**src/design/sdes_pkg.sv**
```systemverilog
// ----------------------------------------------------------------------------
// sdes_pkg
// Types, permutation tables, S-boxes and helper functions shared by the
// simplified DES byte cipher. All bit numbering is least significant first.
// ----------------------------------------------------------------------------
`default_nettype none

package sdes_pkg;

    localparam int KEY_W    = 10;
    localparam int BYTE_W   = 8;
    localparam int HALF_W   = 4;
    localparam int SUBKEY_W = 8;

    typedef struct packed {
        logic [SUBKEY_W-1:0] k1;
        logic [SUBKEY_W-1:0] k2;
    } subkeys_t;

    // Output bit i takes input bit SRC[i].
    localparam logic [3:0] P10_SRC [10] = '{4'd2, 4'd4, 4'd1, 4'd6, 4'd3,
                                            4'd9, 4'd0, 4'd8, 4'd7, 4'd5};
    localparam logic [3:0] P8_SRC [8]   = '{4'd5, 4'd2, 4'd6, 4'd3,
                                            4'd7, 4'd4, 4'd9, 4'd8};
    localparam logic [2:0] IP_SRC [8]    = '{3'd1, 3'd5, 3'd2, 3'd0,
                                             3'd3, 3'd7, 3'd4, 3'd6};
    localparam logic [2:0] IPINV_SRC [8] = '{3'd3, 3'd0, 3'd2, 3'd4,
                                             3'd6, 3'd1, 3'd7, 3'd5};
    localparam logic [1:0] EP_SRC [8]    = '{2'd3, 2'd0, 2'd1, 2'd2,
                                             2'd1, 2'd2, 2'd3, 2'd0};
    localparam logic [1:0] P4_SRC [4]    = '{2'd1, 2'd3, 2'd2, 2'd0};

    // S-boxes indexed by {row, column}.
    localparam logic [1:0] SBOX0 [16] = '{2'd1, 2'd0, 2'd3, 2'd2,
                                          2'd3, 2'd2, 2'd1, 2'd0,
                                          2'd0, 2'd2, 2'd1, 2'd3,
                                          2'd3, 2'd1, 2'd3, 2'd2};
    localparam logic [1:0] SBOX1 [16] = '{2'd0, 2'd1, 2'd2, 2'd3,
                                          2'd2, 2'd0, 2'd1, 2'd3,
                                          2'd3, 2'd0, 2'd1, 2'd0,
                                          2'd2, 2'd1, 2'd0, 2'd3};

    function automatic logic [KEY_W-1:0] p10(input logic [KEY_W-1:0] v);
        logic [KEY_W-1:0] r;
        r = '0;
        for (int i = 0; i < KEY_W; i++) begin
            r[i] = v[P10_SRC[i]];
        end
        return r;
    endfunction

    function automatic logic [SUBKEY_W-1:0] p8(input logic [KEY_W-1:0] v);
        logic [SUBKEY_W-1:0] r;
        r = '0;
        for (int i = 0; i < SUBKEY_W; i++) begin
            r[i] = v[P8_SRC[i]];
        end
        return r;
    endfunction

    function automatic logic [BYTE_W-1:0] ip(input logic [BYTE_W-1:0] v);
        logic [BYTE_W-1:0] r;
        r = '0;
        for (int i = 0; i < BYTE_W; i++) begin
            r[i] = v[IP_SRC[i]];
        end
        return r;
    endfunction

    function automatic logic [BYTE_W-1:0] ip_inv(input logic [BYTE_W-1:0] v);
        logic [BYTE_W-1:0] r;
        r = '0;
        for (int i = 0; i < BYTE_W; i++) begin
            r[i] = v[IPINV_SRC[i]];
        end
        return r;
    endfunction

    function automatic logic [SUBKEY_W-1:0] ep(input logic [HALF_W-1:0] v);
        logic [SUBKEY_W-1:0] r;
        r = '0;
        for (int i = 0; i < SUBKEY_W; i++) begin
            r[i] = v[EP_SRC[i]];
        end
        return r;
    endfunction

    function automatic logic [HALF_W-1:0] p4(input logic [HALF_W-1:0] v);
        logic [HALF_W-1:0] r;
        r = '0;
        for (int i = 0; i < HALF_W; i++) begin
            r[i] = v[P4_SRC[i]];
        end
        return r;
    endfunction

endpackage

`default_nettype wire

```
**src/design/sdes_block_cipher.sv**
```systemverilog
// ----------------------------------------------------------------------------
// sdes_block_cipher
// Simplified DES on one byte per transfer, encrypting or decrypting under a
// 10-bit key held as two registered subkeys.
// ----------------------------------------------------------------------------
//  channel  | ports                                   | role
//  s_       | s_valid, s_ready, s_action, s_data_byte | byte and direction in
//  m_       | m_valid, m_ready, m_result_byte         | processed byte out
//  cfg_     | cfg_we, cfg_wdata                       | key write
//
// One transfer is accepted every cycle while s_ready is high; a result is
// presented on m_valid after an input register and a result register.
// The full cipher path sits between those two registers.
// Reset empties both stages and sets both subkeys to zero.
// With m_ready low the result is held, and s_ready falls only when both
// stages are full.
// ----------------------------------------------------------------------------
`default_nettype none

module sdes_block_cipher (
    input  wire logic                         aclk,
    input  wire logic                         aresetn,
    input  wire logic                         cfg_we,
    input  wire logic [sdes_pkg::KEY_W-1:0]   cfg_wdata,
    input  wire logic                         s_valid,
    output logic                              s_ready,
    input  wire logic                         s_action,
    input  wire logic [sdes_pkg::BYTE_W-1:0]  s_data_byte,
    output logic                              m_valid,
    input  wire logic                         m_ready,
    output logic      [sdes_pkg::BYTE_W-1:0]  m_result_byte
);

    sdes_pkg::subkeys_t               subkeys;
    logic                             in_valid_reg;
    logic                             in_action_reg;
    logic [sdes_pkg::BYTE_W-1:0]      in_data_reg;
    logic                             out_valid_reg;
    logic [sdes_pkg::BYTE_W-1:0]      out_data_reg;
    logic [sdes_pkg::BYTE_W-1:0]      out_data_next;
    logic                             advance;
    logic [sdes_pkg::BYTE_W-1:0]      ip_byte;
    logic [sdes_pkg::SUBKEY_W-1:0]    key_a, key_b;
    logic [sdes_pkg::HALF_W-1:0]      f_a, f_b, new_right, fin_left;

    sdes_key_sched u_key_sched (
        .aclk      (aclk),
        .aresetn   (aresetn),
        .cfg_we    (cfg_we),
        .cfg_wdata (cfg_wdata),
        .subkeys   (subkeys)
    );

    assign ip_byte = sdes_pkg::ip(in_data_reg);
    assign key_a   = in_action_reg ? subkeys.k2 : subkeys.k1;
    assign key_b   = in_action_reg ? subkeys.k1 : subkeys.k2;

    sdes_round u_round_a (
        .half_in (ip_byte[3:0]),
        .subkey  (key_a),
        .f_out   (f_a)
    );

    assign new_right = ip_byte[7:4] ^ f_a;

    sdes_round u_round_b (
        .half_in (new_right),
        .subkey  (key_b),
        .f_out   (f_b)
    );

    assign fin_left      = ip_byte[3:0] ^ f_b;
    assign out_data_next = sdes_pkg::ip_inv({fin_left, new_right});

    assign advance = !out_valid_reg || m_ready;
    assign s_ready = !in_valid_reg || advance;

    always_ff @(posedge aclk) begin
        if (!aresetn) begin
            in_valid_reg  <= 1'b0;
            out_valid_reg <= 1'b0;
        end else begin
            if (s_ready) begin
                in_valid_reg <= s_valid;
            end
            if (advance) begin
                out_valid_reg <= in_valid_reg;
            end
        end
    end

    always_ff @(posedge aclk) begin
        if (s_valid && s_ready) begin
            in_action_reg <= s_action;
            in_data_reg   <= s_data_byte;
        end
        if (advance && in_valid_reg) begin
            out_data_reg <= out_data_next;
        end
    end

    assign m_valid       = out_valid_reg;
    assign m_result_byte = out_data_reg;

endmodule

`default_nettype wire

```
**src/design/sdes_key_sched.sv**
```systemverilog
// ----------------------------------------------------------------------------
// sdes_key_sched
// Derives both subkeys from a key write and holds them in registers.
// ----------------------------------------------------------------------------
`default_nettype none

module sdes_key_sched (
    input  wire logic                        aclk,
    input  wire logic                        aresetn,
    input  wire logic                        cfg_we,
    input  wire logic [sdes_pkg::KEY_W-1:0]  cfg_wdata,
    output sdes_pkg::subkeys_t               subkeys
);

    logic [sdes_pkg::KEY_W-1:0] pk;
    logic [4:0]                 lo1, hi1, lo3, hi3;
    sdes_pkg::subkeys_t         subkeys_reg;
    sdes_pkg::subkeys_t         subkeys_next;

    always_comb begin
        pk  = sdes_pkg::p10(cfg_wdata);
        lo1 = {pk[3:0], pk[4]};
        hi1 = {pk[8:5], pk[9]};
        lo3 = {pk[1:0], pk[4:2]};
        hi3 = {pk[6:5], pk[9:7]};
        subkeys_next.k1 = sdes_pkg::p8({hi1, lo1});
        subkeys_next.k2 = sdes_pkg::p8({hi3, lo3});
    end

    // A zero key gives zero subkeys.
    always_ff @(posedge aclk) begin
        if (!aresetn) begin
            subkeys_reg <= '0;
        end else if (cfg_we) begin
            subkeys_reg <= subkeys_next;
        end
    end

    assign subkeys = subkeys_reg;

endmodule

`default_nettype wire

```
**src/design/sdes_round.sv**
```systemverilog
// ----------------------------------------------------------------------------
// sdes_round
// Feistel round function: expansion, subkey mix, two S-boxes and P4.
// ----------------------------------------------------------------------------
`default_nettype none

module sdes_round (
    input  wire logic [sdes_pkg::HALF_W-1:0]   half_in,
    input  wire logic [sdes_pkg::SUBKEY_W-1:0] subkey,
    output logic      [sdes_pkg::HALF_W-1:0]   f_out
);

    logic [sdes_pkg::SUBKEY_W-1:0] x;
    logic [1:0]                    v0, v1;

    always_comb begin
        x     = sdes_pkg::ep(half_in) ^ subkey;
        v0    = sdes_pkg::SBOX0[{x[0], x[3], x[1], x[2]}];
        v1    = sdes_pkg::SBOX1[{x[4], x[7], x[5], x[6]}];
        f_out = sdes_pkg::p4({v1[0], v1[1], v0[0], v0[1]});
    end

endmodule

`default_nettype wire
```
**config.mk**
```make
export PLATFORM = sky130hd
export DESIGN_NAME = sdes_block_cipher
export DESIGN_NICKNAME = d
export VERILOG_FILES = /design/src/design/sdes_pkg.sv /design/src/design/sdes_block_cipher.sv /design/src/design/sdes_key_sched.sv /design/src/design/sdes_round.sv
export SDC_FILE = /design/constraint.sdc
export NUM_CORES = 1
export LEC_CHECK = 0
export BUFFER_PORTS_ARGS = -buffer_cell sky130_fd_sc_hd__buf_2
export CORE_MARGIN = 5
export CORE_UTILIZATION = 55
export DETAILED_ROUTE_END_ITERATION = 16
export PLACE_DENSITY = 0.81
export SYNTH_ARGS = -nofsm -noshare
export SYNTH_HDL_FRONTEND = slang
export SYNTH_SLANG_ARGS = --single-unit
```
**constraint.sdc**
```tcl
create_clock -name aclk -period 3.77 [get_ports aclk]
set_clock_uncertainty 0.1 [all_clocks]
set_input_delay 0.5655 -clock aclk [delete_from_list [all_inputs] [get_ports aclk]]
set_output_delay 0.5655 -clock aclk [all_outputs]
set_load 0.005 [all_outputs]
```
==> results of run 1 <==
## worst paths after layout
| path | endpoint | slack, ns | depth (start not counted) |
|---|---|---|---|
| setup / recovery | m_result_byte[6] | 0.46 | 10 |
| hold / removal | in_action_reg | 0.31 | 1 |
| setup reg to reg | m_result_byte[6] | 0.46 | 10 |
| hold reg to reg | m_valid | 0.43 | 1 |
## cells in the final DEF, fill, tap and decap left out
cell type,count
nor3_1,2
xnor2_2,2
nand2_1,3
xor2_2,2
a21boi_1,1
a2bb2oi_2,1
edfxtp_1,17
mux2i_4,3
o22ai_2,1
o22ai_1,2
nor2_1,3
a21bo_1,1
a21oi_1,2
buf_2,33
buf_4,8
clkinv_2,2
ha_1,2
clkbuf_4,5
mux2i_2,1
a211o_1,1
xor2_1,12
a211oi_2,1
nor2b_1,15
mux2_4,1
mux2i_1,28
and2_1,1
a21oi_4,1
clkbuf_1,1
xnor2_1,19
mux2_2,1
dfxtp_1,12
nand2b_1,1
inv_1,3
o21a_1,1
## layout make-up
| cell class | count | area share [%] |
|---|---|---|
| inverter | 3 | 0.538 |
| multi-input combinational | 108 | 47.8 |
| timing repair buffer | 41 | 10.8 |
| tap | 44 | 2.63 |
| clock buffer | 6 | 1.97 |
| sequential | 29 | 35.8 |
| clock inverter | 2 | 0.478 |
## power by group
part | internal (uW) | leakage [uW] | switching (uW)
logic | 179 | 0.000591 | 175
clock network | 70.8 | 0.0000320 | 107
registers | 378 | 0.000262 | 22.1
total | 628 | 0.000885 | 304
## routing by layer
metal / share of wire (%) / vias up / track usage, %
li1: - / 586 / -
met4: 1.8 / 0 / 6.84
met3: 4.9 / 4 / 5.16
met1: 41 / 565 / 18.6
met2: 52 / 30 / 29.6
met5: 0 / - / 0
## worst max-delay path: stages, from the launching register on
cell and delay (ns):
edfxtp_1 0.56, buf_4 0.23, buf_4 0.14, mux2i_1 0.12, xnor2_1 0.34, a21bo_1 0.26, o22ai_2 0.27, mux2_2 0.41
a211o_1 0.28, o22ai_1 0.22, xor2_1 0.12
## kinds of logic after synthesis
family                   after synthesis
flip-flops                            29
XOR/XNOR                              35
adder cells (fa/ha/maj)                2
AND/OR/NAND/NOR                       25
AO/OA/AOI/OAI                         12
multiplexers                          34
buffers and inverters                  7
## per-stage QoR
| step | utilization [%] | area [um2] | setup slack (ns) | instances | power, uW |
|---|---|---|---|---|---|
| after detailed placement | 64.2 | 1990 | 0.180 | 218 | 754 |
| after global placement | 64.2 | 1990 | 0.473 | 218 | 731 |
| after floorplan | - | 1800 | 0.905 | 144 | 680 |
| final | 67.5 | 2090 | 0.465 | 233 | 932 |
| after global routing | 67.5 | 2090 | 0.290 | 233 | 985 |
| after CTS | 65.8 | 2040 | 0.170 | 226 | 932 |
==> summary.md, run 1 <==
| Metric | Value |
|---|---|
| FMAX | 303 MHz |
| Synth area leaders | edfxtp_1 28%, mux2i_1 16%, dfxtp_1 13% |
| Hold Path Class | in -> reg |
| Yosys top cell area share | 28.3% |
| Antenna cells | 0 |
| Mean Syn Cell Area | 12.5 um2 |
| Residual DRC | 0 |
| Fill cell count | 263 |
| Overall routed net length | ~3400 um |
| Req. time, crit path | 3.74 ns |
| Setup bufs post-CTS | 0 |
| Netlist cell types | 32 |
| Area leader, netlist | edfxtp_1 |
| Global-route wire length before repair | 5400 um |
| Worst Setup SP | in_action_reg |
| Die Wd | 67.2 um |
| Rows | 20 |
| YS warnings | 0 |
| GRT Util Overall | 16.7% |
| Asr flop ratio synth | 0% |
| Largest net degree at the start of global routing | 16 |
| First-pass DRT Iterations | 5 |
| Area grow syn2layout | 16.3% |
| Core area | 3100 um2 |
| Initial Util | 58.1% |
| Nets | 214 |
| Setup TNS Final | 0 ns |
| Final hold viol count | 0 |
| PostCTS Resize Cnt | 0 |
| Clock sinks | 29 |
| Unrepaired setup endpoints after global routing | no |
| Compound-gate portion of the synthesized area | 6.25% |
| Maximum clock path buffer count | 2 |
| CP Class | reg -> reg |
| Synthesis-stage register bit count | 29 |
| Grt total ovfl | 0 |
| Max reg flops | 10 |
| Max cap viols | 0 |
| Die Y | roughly 67 um |
| Synth Instances | 144 |
| Most frequent cell after synthesis | mux2i_1 |
| Seq/Total Area, Yosys | 41.7% |
| Final slew viol count | 0 |
| IO Count | 34 |
| Reg2reg start | in_action_reg |
| H-Tree Depth | 2 |
| Worst relative slew slack | between 40 and 50% |
| Synth top cells by count | 28 x mux2i_1, 19 x xnor2_1, 17 x edfxtp_1 |
| DP HPWL | roughly 2700 um |
| Final critical-path required period | 3.31 ns |
| Max FO, Critical Path | 9 |
| Footprint of the multi-input gates | 1000 um2 |
| Post-DR vias/cell | ~5.1 |
| Period utilisation layout | around 88% |
| Synthesized area | 1800 um2 |
| Maximum vdd drop | 356 uV |
| Worst-Skew Late Latency | 0.33 ns |
| Largest family of logic cells by synthesized area | multiplexers |
| Remaining antenna violation count | 0 |
| RePlAce Congestion | about 0.85 |
| Ys flop type | edfxtp_1 |
| Leakage | about 0.00089 uW |
| TritonCTS Buffers | 5 |
| Synth Area in XOR/XNOR | 18.7% |
| Slew @ Worst Pin | about 0.78 ns |
| Layout cells sized above 1 | 32.8% |
| Crit path DAT | 3.27 ns |
| Hold Startpoint | s_action |
| Fin Hold WS | 0.309 ns |
| Total number of vias | about 1.2k |
| Clk root buf | clkbuf_4 |
| Adder-cell share of the synthesized area | 1.39% |
| Synth Area in Simple Gates | 7.71% |
| Clk slew on worst S/H paths | 0.09 ns |
| CP endpoint kind | flop |
| P per Cell Area | 445 nW/um2 |
| Initial antenna violation count | 0 |
| Hold buffer count at CTS | 0 |
| Status | finished clean |
| CTS tree | built |
| Port buffer count | 33 |
| Initial DRC Count | 22 |
| Critical Path Start Type | flop |
| Mapped Nets | 170 |
| Post-synth EDFFs | 17 |
| Die Area | between 4000 and 5000 um2 |
| Vias in the first global route | roughly 1.2k |
| Mux contribution to synthesized area | a little over a fifth |
| Post-DR wirelength/cell | 14.7 um |
| Final-report setup violation count | 0 |
| Area taken by flip-flops and latches | 751 um2 |
No activity file was read; power rests on OpenSTA's default activity.
==> inputs of run 2 (changes only) <==
--- a/config.mk
+++ b/config.mk
@@ -7,9 +7,9 @@
 export LEC_CHECK = 0
 export BUFFER_PORTS_ARGS = -buffer_cell sky130_fd_sc_hd__buf_2
 export CORE_MARGIN = 5
-export CORE_UTILIZATION = 55
+export CORE_UTILIZATION = 50
 export DETAILED_ROUTE_END_ITERATION = 16
-export PLACE_DENSITY = 0.81
+export PLACE_DENSITY = 0.78
 export SYNTH_ARGS = -nofsm -noshare
 export SYNTH_HDL_FRONTEND = slang
 export SYNTH_SLANG_ARGS = --single-unit
==> constraint.sdc (replaced) <==
create_clock -name aclk -period 3 [get_ports aclk]
set_clock_uncertainty 0.1 [all_clocks]
set_input_delay 0.45 -clock aclk [delete_from_list [all_inputs] [get_ports aclk]]
set_output_delay 0.45 -clock aclk [all_outputs]
set_load 0.005 [all_outputs]
==> run 2 against run 1 <==
Compared with the run above: cell count grew 1.7%; maximum frequency rose by 11%; die area increased by 8.5%; register-to-register slack worse by 0.44 ns.
==> summary.md, run 2 (synthesis results as in run 1) <==
| Metric | Value |
|---|---|
| Overall routed net length | 3460 um |
| Rows | 21 |
| CP endpoint kind | flop |
| CP Class | reg -> reg |
| Initial DRC Count | 30 |
| Clock sinks | 29 |
| Worst relative slew slack | 48.0% |
| Period utilisation layout | a little under 100% |
| Final critical-path required period | roughly 3.0 ns |
| Post-DR wirelength/cell | 14.6 um |
| Most frequent cells in the layout | 33 x buf_2, 25 x mux2i_1, 17 x edfxtp_1 |
| Status | finished clean |
| Critical Path Start Type | flop |
| Clk slew on worst S/H paths | 0.09 ns |
| Reg2reg setup slack | ~0.028 ns |
| Initial Util | 52.7% |
| Hold Startpoint | s_data_byte[1] |
| Residual DRC | 0 |
| Crit path DAT | 2.95 ns |
| TritonCTS Buffers | 5 |
| IO Count | 34 |
| Clk root buf | clkbuf_4 |
| First-pass DRT Iterations | 4 |
| Layout cells sized above 1 | about two fifths |
| Final-report setup violation count | 0 |
| Setup TNS Final | 0 ns |
| Maximum clock path buffer count | 2 |
| FMAX | 336 MHz |
| Final slew viol count | 0 |
| Worst-Skew Late Latency | 0.33 ns |
| Final hold viol count | 0 |
| Antenna cells | 0 |
| GRT Util Overall | 14.4% |
| Dpl cells | 224 |
| Max cap viols | 0 |
| CTS tree | built |
| Maximum vdd drop | roughly 290 uV |
| Remaining antenna violation count | 0 |
| Slew @ Worst Pin | 0.779 ns |
| Die Y | 70.0 um |
| Post-DR vias/cell | approximately 5.0 |
| Worst Setup SP | in_action_reg |
| Nets | 216 |
| Vias in the first global route | 1,218 |
| Commonest non-fill, non-tap cell in the layout | buf_2 |
| Leakage | 0.000926 uW |
| Largest net degree at the start of global routing | 13 |
| Fill cell count | 272 |
| Post-Layout Cell Count | between 200 and 250 |
| RePlAce Congestion | 0.842 |
| Core area | 3420 um2 |
| Port buffer count | 33 |
| H-Tree Depth | 2 |
| Total number of vias | 1,177 |
| P per Cell Area | around 560 nW/um2 |
| DP HPWL | 2680 um |
| Die Area | 4900 um2 |
| Reg2reg start | in_action_reg |
| Grt total ovfl | 0 |
| Initial antenna violation count | 0 |
| Hold Path Class | in -> reg |
| Global-route wire length before repair | 5430 um |
| Hold buffer count at CTS | 0 |
| Max reg flops | 10 |
| Max FO, Critical Path | 9 |
| Area grow syn2layout | 22.6% |
| Req. time, crit path | 2.98 ns |
| Die Wd | 70.0 um |
## run 2: area by class of cell
class	count	area (um2)	share of cell area, %
clock buffer	6	41.3	1.87
clock inverter	2	10.0	0.453
inverter	3	11.3	0.510
multi-input combinational	108	1090	49.5
sequential	29	751	34.0
tap	46	57.6	2.60
timing repair buffer	43	244	11.0
## run 2: per-stage QoR
stage / util (%) / area, um2 / worst slack, ns / power, uW / hold slack (ns)
2_1_floorplan: - / 1800 / 0.135 / 855 / 0.377
3_3_place_gp: 59.2 / 2020 / 0.151 / 928 / 0.391
3_5_place_dp: 59.2 / 2020 / -0.0156 / 952 / 0.400
4_1_cts: 61.8 / 2110 / 0.0394 / 1190 / 0.186
5_1_grt: 64.7 / 2210 / -0.111 / 1300 / 0.181
6_report: 64.7 / 2210 / 0.0275 / 1240 / 0.195
## run 2: critical path, cell delays in order (launching register included)
cell and delay [ns]:
edfxtp_1 0.33, buf_4 0.19, mux2i_1 0.27, xnor2_1 0.20
inv_1 0.10, ha_1 0.18, mux2i_1 0.21, mux2i_4 0.14
xnor2_2 0.22, ha_1 0.18, inv_1 0.04, mux2_4 0.27
mux2i_2 0.20, xor2_1 0.10
## run 2: final timing paths
| kind | end | cells after the start |
|---|---|---|
| setup reg to reg | m_result_byte[4] | 13 |
| hold reg to reg | m_valid | 1 |
| hold / removal | in_data_reg[1] | 1 |
| setup / recovery | m_result_byte[4] | 13 |
## run 2: where the power goes
group          switching (uW)  internal, uW  leakage (uW)
logic                     241           268      0.000632
registers                26.6           474      0.000262
clock network             137          89.0     0.0000320
total                     405           831      0.000926
## run 2: layer usage
layer	wire length (um)	GRT usage, %	up-vias
met4	47	7.02	0
met3	175	3.30	6
li1	-	-	597
met5	0	0	-
met1	1350	15.6	547
met2	1880	26.2	27
## run 2: timing repair
item	4_1_cts	5_1_grt
endpoints found under the hold margin	0	0
buffers inserted	2	3
gates cloned	0	0
pin swaps	1	4
setup endpoints to repair	1	3
gates resized for setup	3	12
